**config.mk**
```make
export PLATFORM = sky130hd
export DESIGN_NAME = encoder_speed_position_tracker
export DESIGN_NICKNAME = d
export VERILOG_FILES = /design/src/sv/esp_pkg.sv /design/src/sv/encoder_speed_position_tracker.sv
export SDC_FILE = /design/constraint.sdc
export NUM_CORES = 1
export LEC_CHECK = 0
export BUFFER_PORTS_ARGS = -buffer_cell sky130_fd_sc_hd__buf_4
export CORE_ASPECT_RATIO = 1.25
export CORE_UTILIZATION = 35
export DETAILED_ROUTE_END_ITERATION = 10
export HOLD_SLACK_MARGIN = 0.12
export SETUP_SLACK_MARGIN = 0.5
export SYNTH_ARGS = -nofsm -noshare
export SYNTH_HDL_FRONTEND = slang
export SYNTH_SLANG_ARGS = --single-unit
```
**constraint.sdc**
```tcl
create_clock -name aclk -period 11.7 [get_ports aclk]
set_clock_uncertainty 0.1 [all_clocks]
set_input_delay 0.585 -clock aclk [delete_from_list [all_inputs] [get_ports aclk]]
set_output_delay 0.585 -clock aclk [all_outputs]
set_load 0.1 [all_outputs]
```
**src/sv/esp_pkg.sv**
```systemverilog
// constants, register codes and sequencer states of the encoder speed/position tracker
// no dependencies
package esp_pkg;

    localparam int TIME_WIDTH_DEFAULT = 32;

    localparam int ACC_W   = 56;
    localparam int RATE_W  = 20;
    localparam int FILT_W  = 32;
    localparam int RPC_W   = 24;
    localparam int CNT_W   = 5;

    localparam logic [RATE_W-1:0] RATE_NUMERATOR = 20'd1000000;
    localparam logic [11:0]       COEF_KEEP      = 12'd3498;
    localparam logic [11:0]       COEF_NEW       = 12'd298;
    localparam logic [ACC_W-1:0]  ROUND_HALF     = 56'd2048;

    localparam logic [RPC_W-1:0]  RPC_RESET      = 24'd105414;
    localparam logic [31:0]       TIMEOUT_RESET  = 32'd100000;

    localparam logic [CNT_W-1:0]  DIV_STEPS      = 5'd20;
    localparam logic [CNT_W-1:0]  KEEP_STEPS     = 5'd12;
    localparam logic [CNT_W-1:0]  NEW_STEPS      = 5'd9;
    localparam logic [CNT_W-1:0]  MUL_STEPS      = 5'd24;

    localparam logic [0:0] CFG_IDX_RPC     = 1'b0;
    localparam logic [0:0] CFG_IDX_TIMEOUT = 1'b1;

    localparam logic OP_EDGE = 1'b0;
    localparam logic OP_READ = 1'b1;

    typedef enum logic [3:0] {
        ST_IDLE,
        ST_GAP,
        ST_DIV_LOAD,
        ST_DIV_RUN,
        ST_EDGE_DONE,
        ST_STALL,
        ST_KEEP_LOAD,
        ST_KEEP_RUN,
        ST_NEW_LOAD,
        ST_NEW_RUN,
        ST_FILT_DONE,
        ST_ANGLE_LOAD,
        ST_ANGLE_RUN,
        ST_SPEED_LOAD,
        ST_SPEED_RUN,
        ST_RESULT
    } state_t;

endpackage

```
**src/sv/encoder_speed_position_tracker.sv**
```systemverilog
// encoder speed and position tracker: edge period divide, rate filter, angle/speed scaling
// depends on esp_pkg; one shared 56-bit adder does every divide and multiply step
// one item at a time: s_ready is high only in ST_IDLE, so a new item waits until the 20-step divide
// (edge) or the filter multiplies (read) and the 24-step angle and speed multiplies are through;
// a new item is taken while the previous result still waits
// reset: synchronous active-low aresetn resets state and the control and architectural registers
module encoder_speed_position_tracker #(
    parameter int TIME_WIDTH = esp_pkg::TIME_WIDTH_DEFAULT
) (
    input  logic               aclk,
    input  logic               aresetn,

    input  logic               cfg_valid,
    output logic               cfg_ready,
    input  logic [0:0]         cfg_index,
    input  logic [31:0]        cfg_data,

    input  logic               s_valid,
    output logic               s_ready,
    input  logic               s_operation,
    input  logic [31:0]        s_time_us,
    input  logic               s_direction_level,

    output logic               m_valid,
    input  logic               m_ready,
    output logic signed [31:0] m_position_count,
    output logic signed [47:0] m_angle_rad,
    output logic [39:0]        m_angular_velocity
);

    localparam int AW = esp_pkg::ACC_W;
    localparam int GW = (TIME_WIDTH > 21) ? TIME_WIDTH : 21;
    localparam int CW = (TIME_WIDTH > 32) ? TIME_WIDTH : 32;

    esp_pkg::state_t state_reg, state_next;

    logic [esp_pkg::RPC_W-1:0]  rpc_reg;
    logic [31:0]                timeout_reg;

    logic [TIME_WIDTH-1:0]      edge_time_reg;
    logic [esp_pkg::RATE_W-1:0] raw_rate_reg;
    logic [esp_pkg::RATE_W-1:0] prior_rate_reg;
    logic [esp_pkg::FILT_W-1:0] filtered_reg;
    logic [31:0]                position_reg;

    logic                       op_reg;
    logic                       dir_reg;
    logic [TIME_WIDTH-1:0]      time_reg;
    logic [TIME_WIDTH-1:0]      gap_reg;

    logic [AW-1:0]              acc_reg;
    logic [AW-1:0]              mcand_reg;
    logic [esp_pkg::RPC_W-1:0]  mplier_reg;
    logic [esp_pkg::CNT_W-1:0]  cnt_reg;
    logic [esp_pkg::RATE_W-1:0] quot_reg;
    logic                       div_big_reg;
    logic [47:0]                angle_hold_reg;

    logic                       m_valid_reg;
    logic signed [31:0]         m_position_reg;
    logic signed [47:0]         m_angle_reg;
    logic [39:0]                m_speed_reg;

    // shared adder
    logic                       div_mode;
    logic [AW-1:0]              div_base;
    logic [AW-1:0]              add_a;
    logic [AW-1:0]              add_b;
    logic [AW-1:0]              add_sum;
    logic                       div_keep;

    logic                       in_xfer;
    logic                       last_step;
    logic                       result_load;

    logic [GW-1:0]              gap_ext;
    logic [20:0]                divisor;
    logic                       gap_big;
    logic [20:0]                rate_sum;
    logic [esp_pkg::FILT_W-1:0] filt_sat;

    assign cfg_ready          = 1'b1;
    assign m_valid            = m_valid_reg;
    assign m_position_count   = m_position_reg;
    assign m_angle_rad        = m_angle_reg;
    assign m_angular_velocity = m_speed_reg;

    // restoring divide: shift in the next numerator bit, subtract divisor
    assign div_base = {acc_reg[AW-2:0], mplier_reg[esp_pkg::RPC_W-1]};
    assign add_a    = div_mode ? div_base : acc_reg;
    assign add_b    = div_mode ? (~mcand_reg + AW'(1))
                               : (mplier_reg[0] ? mcand_reg : '0);
    assign add_sum  = add_a + add_b;
    assign div_keep = !div_big_reg && !add_sum[AW-1];

    // gaps of 2^21 or more give a zero quotient
    assign gap_ext  = GW'(gap_reg);
    assign gap_big  = |(gap_ext >> 21);
    assign divisor  = (gap_reg == '0) ? 21'd1 : gap_ext[20:0];

    assign rate_sum = 21'(raw_rate_reg) + 21'(prior_rate_reg);
    assign filt_sat = (|acc_reg[AW-1:44]) ? '1 : acc_reg[43:12];

    // control decode
    always_comb begin
        s_ready     = (state_reg == esp_pkg::ST_IDLE);
        in_xfer     = s_valid && s_ready;
        div_mode    = (state_reg == esp_pkg::ST_DIV_RUN);
        last_step   = (cnt_reg == esp_pkg::CNT_W'(1));
        result_load = (state_reg == esp_pkg::ST_RESULT) && (!m_valid_reg || m_ready);
    end

    // next state
    always_comb begin
        state_next = state_reg;
        unique case (state_reg)
            esp_pkg::ST_IDLE: begin
                if (in_xfer) state_next = esp_pkg::ST_GAP;
            end
            esp_pkg::ST_GAP: begin
                state_next = (op_reg == esp_pkg::OP_READ) ? esp_pkg::ST_STALL
                                                          : esp_pkg::ST_DIV_LOAD;
            end
            esp_pkg::ST_DIV_LOAD:  state_next = esp_pkg::ST_DIV_RUN;
            esp_pkg::ST_DIV_RUN: begin
                if (last_step) state_next = esp_pkg::ST_EDGE_DONE;
            end
            esp_pkg::ST_EDGE_DONE: state_next = esp_pkg::ST_ANGLE_LOAD;
            esp_pkg::ST_STALL:     state_next = esp_pkg::ST_KEEP_LOAD;
            esp_pkg::ST_KEEP_LOAD: state_next = esp_pkg::ST_KEEP_RUN;
            esp_pkg::ST_KEEP_RUN: begin
                if (last_step) state_next = esp_pkg::ST_NEW_LOAD;
            end
            esp_pkg::ST_NEW_LOAD:  state_next = esp_pkg::ST_NEW_RUN;
            esp_pkg::ST_NEW_RUN: begin
                if (last_step) state_next = esp_pkg::ST_FILT_DONE;
            end
            esp_pkg::ST_FILT_DONE:  state_next = esp_pkg::ST_ANGLE_LOAD;
            esp_pkg::ST_ANGLE_LOAD: state_next = esp_pkg::ST_ANGLE_RUN;
            esp_pkg::ST_ANGLE_RUN: begin
                if (last_step) state_next = esp_pkg::ST_SPEED_LOAD;
            end
            esp_pkg::ST_SPEED_LOAD: state_next = esp_pkg::ST_SPEED_RUN;
            esp_pkg::ST_SPEED_RUN: begin
                if (last_step) state_next = esp_pkg::ST_RESULT;
            end
            esp_pkg::ST_RESULT: begin
                if (result_load) state_next = esp_pkg::ST_IDLE;
            end
            default: state_next = esp_pkg::ST_IDLE;
        endcase
    end

    // control and architectural state
    always_ff @(posedge aclk) begin
        if (!aresetn) begin
            state_reg      <= esp_pkg::ST_IDLE;
            m_valid_reg    <= 1'b0;
            rpc_reg        <= esp_pkg::RPC_RESET;
            timeout_reg    <= esp_pkg::TIMEOUT_RESET;
            edge_time_reg  <= '0;
            raw_rate_reg   <= '0;
            prior_rate_reg <= '0;
            filtered_reg   <= '0;
            position_reg   <= '0;
        end else begin
            state_reg <= state_next;

            if (result_load) begin
                m_valid_reg <= 1'b1;
            end else if (m_ready) begin
                m_valid_reg <= 1'b0;
            end

            if (cfg_valid && cfg_ready) begin
                unique case (cfg_index)
                    esp_pkg::CFG_IDX_RPC:     rpc_reg     <= cfg_data[esp_pkg::RPC_W-1:0];
                    esp_pkg::CFG_IDX_TIMEOUT: timeout_reg <= cfg_data;
                    default: ;
                endcase
            end

            unique case (state_reg)
                esp_pkg::ST_EDGE_DONE: begin
                    raw_rate_reg  <= quot_reg;
                    edge_time_reg <= time_reg;
                    position_reg  <= dir_reg ? position_reg + 32'd1 : position_reg - 32'd1;
                end
                esp_pkg::ST_STALL: begin
                    if (CW'(gap_reg) > CW'(timeout_reg)) raw_rate_reg <= '0;
                end
                esp_pkg::ST_FILT_DONE: begin
                    filtered_reg   <= filt_sat;
                    prior_rate_reg <= raw_rate_reg;
                end
                default: ;
            endcase
        end
    end

    // datapath around the shared adder
    always_ff @(posedge aclk) begin
        if (in_xfer) begin
            op_reg   <= s_operation;
            dir_reg  <= s_direction_level;
            time_reg <= TIME_WIDTH'(s_time_us);
        end

        unique case (state_reg)
            esp_pkg::ST_GAP: begin
                // time difference wraps with the timestamp width
                gap_reg <= time_reg - edge_time_reg;
            end
            esp_pkg::ST_DIV_LOAD: begin
                acc_reg     <= '0;
                mcand_reg   <= AW'(divisor);
                div_big_reg <= gap_big;
                mplier_reg  <= {esp_pkg::RATE_NUMERATOR, 4'b0000};
                cnt_reg     <= esp_pkg::DIV_STEPS;
            end
            esp_pkg::ST_DIV_RUN: begin
                acc_reg    <= div_keep ? add_sum : div_base;
                quot_reg   <= {quot_reg[esp_pkg::RATE_W-2:0], div_keep};
                mplier_reg <= mplier_reg << 1;
                cnt_reg    <= cnt_reg - esp_pkg::CNT_W'(1);
            end
            esp_pkg::ST_KEEP_LOAD: begin
                // rounding constant preloaded so the final shift rounds half up
                acc_reg    <= esp_pkg::ROUND_HALF;
                mcand_reg  <= AW'(filtered_reg);
                mplier_reg <= esp_pkg::RPC_W'(esp_pkg::COEF_KEEP);
                cnt_reg    <= esp_pkg::KEEP_STEPS;
            end
            esp_pkg::ST_NEW_LOAD: begin
                mcand_reg  <= AW'(rate_sum) << 12;
                mplier_reg <= esp_pkg::RPC_W'(esp_pkg::COEF_NEW);
                cnt_reg    <= esp_pkg::NEW_STEPS;
            end
            esp_pkg::ST_ANGLE_LOAD: begin
                // signed position times unsigned scale, exact modulo 2^56
                acc_reg    <= '0;
                mcand_reg  <= {{(AW-32){position_reg[31]}}, position_reg};
                mplier_reg <= rpc_reg;
                cnt_reg    <= esp_pkg::MUL_STEPS;
            end
            esp_pkg::ST_SPEED_LOAD: begin
                angle_hold_reg <= acc_reg[AW-1:8];
                acc_reg        <= '0;
                mcand_reg      <= AW'(filtered_reg);
                mplier_reg     <= rpc_reg;
                cnt_reg        <= esp_pkg::MUL_STEPS;
            end
            esp_pkg::ST_KEEP_RUN,
            esp_pkg::ST_NEW_RUN,
            esp_pkg::ST_ANGLE_RUN,
            esp_pkg::ST_SPEED_RUN: begin
                acc_reg    <= add_sum;
                mcand_reg  <= mcand_reg << 1;
                mplier_reg <= mplier_reg >> 1;
                cnt_reg    <= cnt_reg - esp_pkg::CNT_W'(1);
            end
            default: ;
        endcase

        if (result_load) begin
            m_position_reg <= position_reg;
            m_angle_reg    <= angle_hold_reg;
            m_speed_reg    <= 40'(acc_reg[AW-1:20]);
        end
    end

endmodule

```
==> qor.yml <==
run_status:
  outcome: "finished clean"
routing:
  route.detailed.drc: 0
  ant_nets: 0
  drt-vias-per-instance: 5.30
  wl_mm: 84.4
  firstDrtPassIters: 8
  wl_per_cell_um: 18.1
  drt_iter0_markers: 2189
  vias: 24700
grt:
  grt_pass1_wl_mm: 132
  grt-busiest-layer: "met2"
  grt_use_met1_pct: 24.7
  grtUsageMet2_pct: 29.3
  grt_use_total_pct: 17.9
  grt_max_degree: 91
  grt_pass1_vias: 23400
  grt_util_met3_pct: 2.14
  grt_overflow: 0
  antenna_found_initial: 3
placed_design:
  port_buffers: 189
  hpwl_mm: 61.6
  placed_area_sq_um: 34300
  gp_congestion: 0.877
layout:
  num_antenna_cells: 0
  design_area_sq_um: 37000
  syn_to_final_growth_pct: 16.5
  nFillCells: 8762
  ff_latch_area_sq_um: 15700
  multi_input_area_sq_um: 15000
  fin_nets: 3671
  utilization_pct: 41.2
  drive_gt1_share_pct: 11.5
setup_path:
  cpPeakStageDelay_ns: 0.94
  cp_num_cells: 20
  required_ns: 12.09
  r2r_cells: 20
  worstSetupPathType: "reg2reg"
  end_kind: "register"
  crit_path_frequent_cell: "nand2_1"
  critPathSlowestCell: "nor2_4"
  critPathLaunch: "state_reg[1]$_SDFFE_PN0P_"
  r2r_start: "state_reg[1]$_SDFFE_PN0P_"
  cp_cell_sequence: "inv_1 -> nor2_1 -> nand3_4 -> inv_4 -> buf_4 -> nand2_1 -> nand2_1 -> nand2_1 -> o31ai_1 -> ha_1 -> nand4_1 -> nor3_1 -> nand2_1 -> a21boi_0 -> o21a_1 -> a31oi_1 -> xnor2_1 -> nor2_4 -> nor2_4 -> a22o_1"
  arrival_ns: 8.05
  crit_family: "simple AND/OR/NAND/NOR gates"
  crit_path_start_kind: "register"
  crit_fanout: 69
  worst-path-buf-inv: 3
synthesis:
  async_reset_ff_share_pct: 0
  synth_area_leaders: "edfxtp_1 (37%), dfxtp_1 (12%), nand2_1 (7.6%)"
  synth_mux_area_share_pct: 0.256
  synth-warning-count: 0
  yosys.area_share.adder_pct: 6.99
  synth_compound_gate_area_share_pct: 20.3
  ys_seq_area_share_pct: 49.5
  netlist.area_leader.share_pct: 37.1
  synth_edf_count: 392
  syn_avg_cell_area_sq_um: 9.77
  synth_cell_type_count: 87
  syn_inst: 3250
  ys_dominant_reg_cell: "edfxtp_1"
  synthSimpleGateAreaFrac_pct: 16.2
  synth_top_family_by_area: "compound AO/OA/AOI/OAI gates"
  postSynthRegisterBits: 589
  synth_xor_area_share_pct: 3.28
  synth_top_cell_by_area: "edfxtp_1"
  synth_area_sq_um: 31700
floorplan:
  std_cell_rows: 123
  die_w_um: 271
  fp.dieH_um: 339
  coreArea_sq_um: 89900
  ios: 195
  dieArea_sq_um: 91900
  start_util_pct: 35.3
clock_network:
  clk_pin_slew_worst_paths_ns: 0.07
  clk_latency_ns: 0.65
  cts_buffers: 59
  clock-sinks: 589
  clockBufferDepth: 3
  cts_resized: 0
  cts_htree_levels: 2
  root_buffer: "clkbuf_16"
  cts_tree: "done"
pwr:
  power.share.clock_pct: 27.6
  power_density_nw_per_um2: 197
  leakagePower_nw: 14.2
  switching_share_pct: 35.9
  power.total_w: 0.00728
  ir_drop_v: 0.000147
  pwr-share-comb_pct: 32.1
  p_seq_share_pct: 40.2
  netSwitchingPower_w: 0.00261
  p_int_w: 0.00467
timing:
  finalSetupViolCount: 0
  tightest_slew_ns: 1.22
  finalCritPeriodShare_pct: 65.4
  max_freq_mhz: 131
  finalSetupTns_ns: 0
  rsz0062_at_grt: "no"
  slew_violations: 0
  period_minus_slack_ns: 7.65
  slew_headroom_pct: 18.5
  hold_violations: 0
hold_path:
  min_from: "cfg_data[4]"
  min_path_cells: 3
  worstHoldPathType: "in2reg"
flow_run:
  maxCapViolCount: 0
tightest hold or removal path: cells and delay by family:
kind	cells	cell delay (ns)
buffers and inverters	1	0.11
and+or+nand+nor	1	0.08
AOI/OAI and AO/OA	1	0.07
through the flow:
| stage | cells | hold slack, ns | worst slack, ns |
|---|---|---|---|
| global route | 4661 | 0.172 | 3.44 |
| CTS | 4661 | 0.135 | 4.08 |
| floorplan | 3253 | 0.300 | 2.02 |
| global placement | 4485 | 0.301 | 4.16 |
| detailed placement | 4485 | 0.305 | 4.06 |
| finish | 4661 | 0.164 | 4.05 |
repair_timing:
item                                   CTS  global route
endpoints found under the hold margin   78             0
hold buffers                            65             0
buffers inserted                         0             0
power groups by stage:
stage / clock, W / combinational (W) / sequential, W
after global routing: 0.00214 / 0.00261 / 0.00296
final: 0.00201 / 0.00234 / 0.00293
after detailed placement: 0 / 0.00231 / 0.00297
after global placement: 0 / 0.00231 / 0.00297
after floorplan: 0 / 0.00180 / 0.00280
after CTS: 0.00207 / 0.00233 / 0.00292
worst paths after layout:
kind	to	slack [ns]
worst max register to register	acc_reg[51]$_DFFE_PP_	4.05
worst max-delay path	acc_reg[51]$_DFFE_PP_	4.05
worst min register to register	m_angle_rad[36]$_DFFE_PP_	0.31
worst min-delay path	rpc_reg[4]$_SDFFE_PN0P_	0.16
cells in the mapped netlist, drive strengths merged, types with 28 or more instances:
cell / count
clkbuf: 148
xor2: 43
a21o: 83
xnor2: 76
o211ai: 31
o221a: 35
edfxtp: 392
nor3: 55
nor4: 38
a222oi: 39
o21ai: 206
inv: 112
o21a: 31
a22o: 62
nand2: 645
and2: 30
nand3: 77
nor2: 140
dfxtp: 197
a21oi: 186
nand4: 28
a21boi: 101
ha: 171
cell type report:
cell class / count / area share (%)
Clock buffer: 69 / 4.26
Clock inverter: 42 / 1.32
Inverter: 113 / 1.15
Multi-Input combinational cell: 2377 / 40.6
Sequential cell: 589 / 42.5
Tap cell: 1187 / 4.01
Timing Repair Buffer: 284 / 6.20
metal layers:
metal / wire length [um] / up-vias
li1: - / 12300
met1: 39300 / 11700
met2: 39100 / 584
met3: 3910 / 114
met4: 2020 / 2
met5: 13 / -
logic make-up after synthesis:
family,Yosys count
AO/OA/AOI/OAI,932
XOR/XNOR,119
adder cells (fa/ha/maj),175
buffers and inverters,287
flip-flops,589
multiplexers,8
other,2
AND/OR/NAND/NOR,1138
layout by cell type (no fill, tap or decap), types with 75 or more instances in the layout:
master    synthesis  routed
o21ai_0         205     205
nor2_1          138     134
buf_4             7     219
edfxtp_1        392     392
dfxtp_1         197     197
a21o_1           83      83
nand2_1         645     642
a21boi_0        100     100
nand3_1          76      75
ha_1            171     171
a21oi_1         185     185
inv_1           112     112
xnor2_1          76      76
No activity file was read; power rests on OpenSTA's default activity.
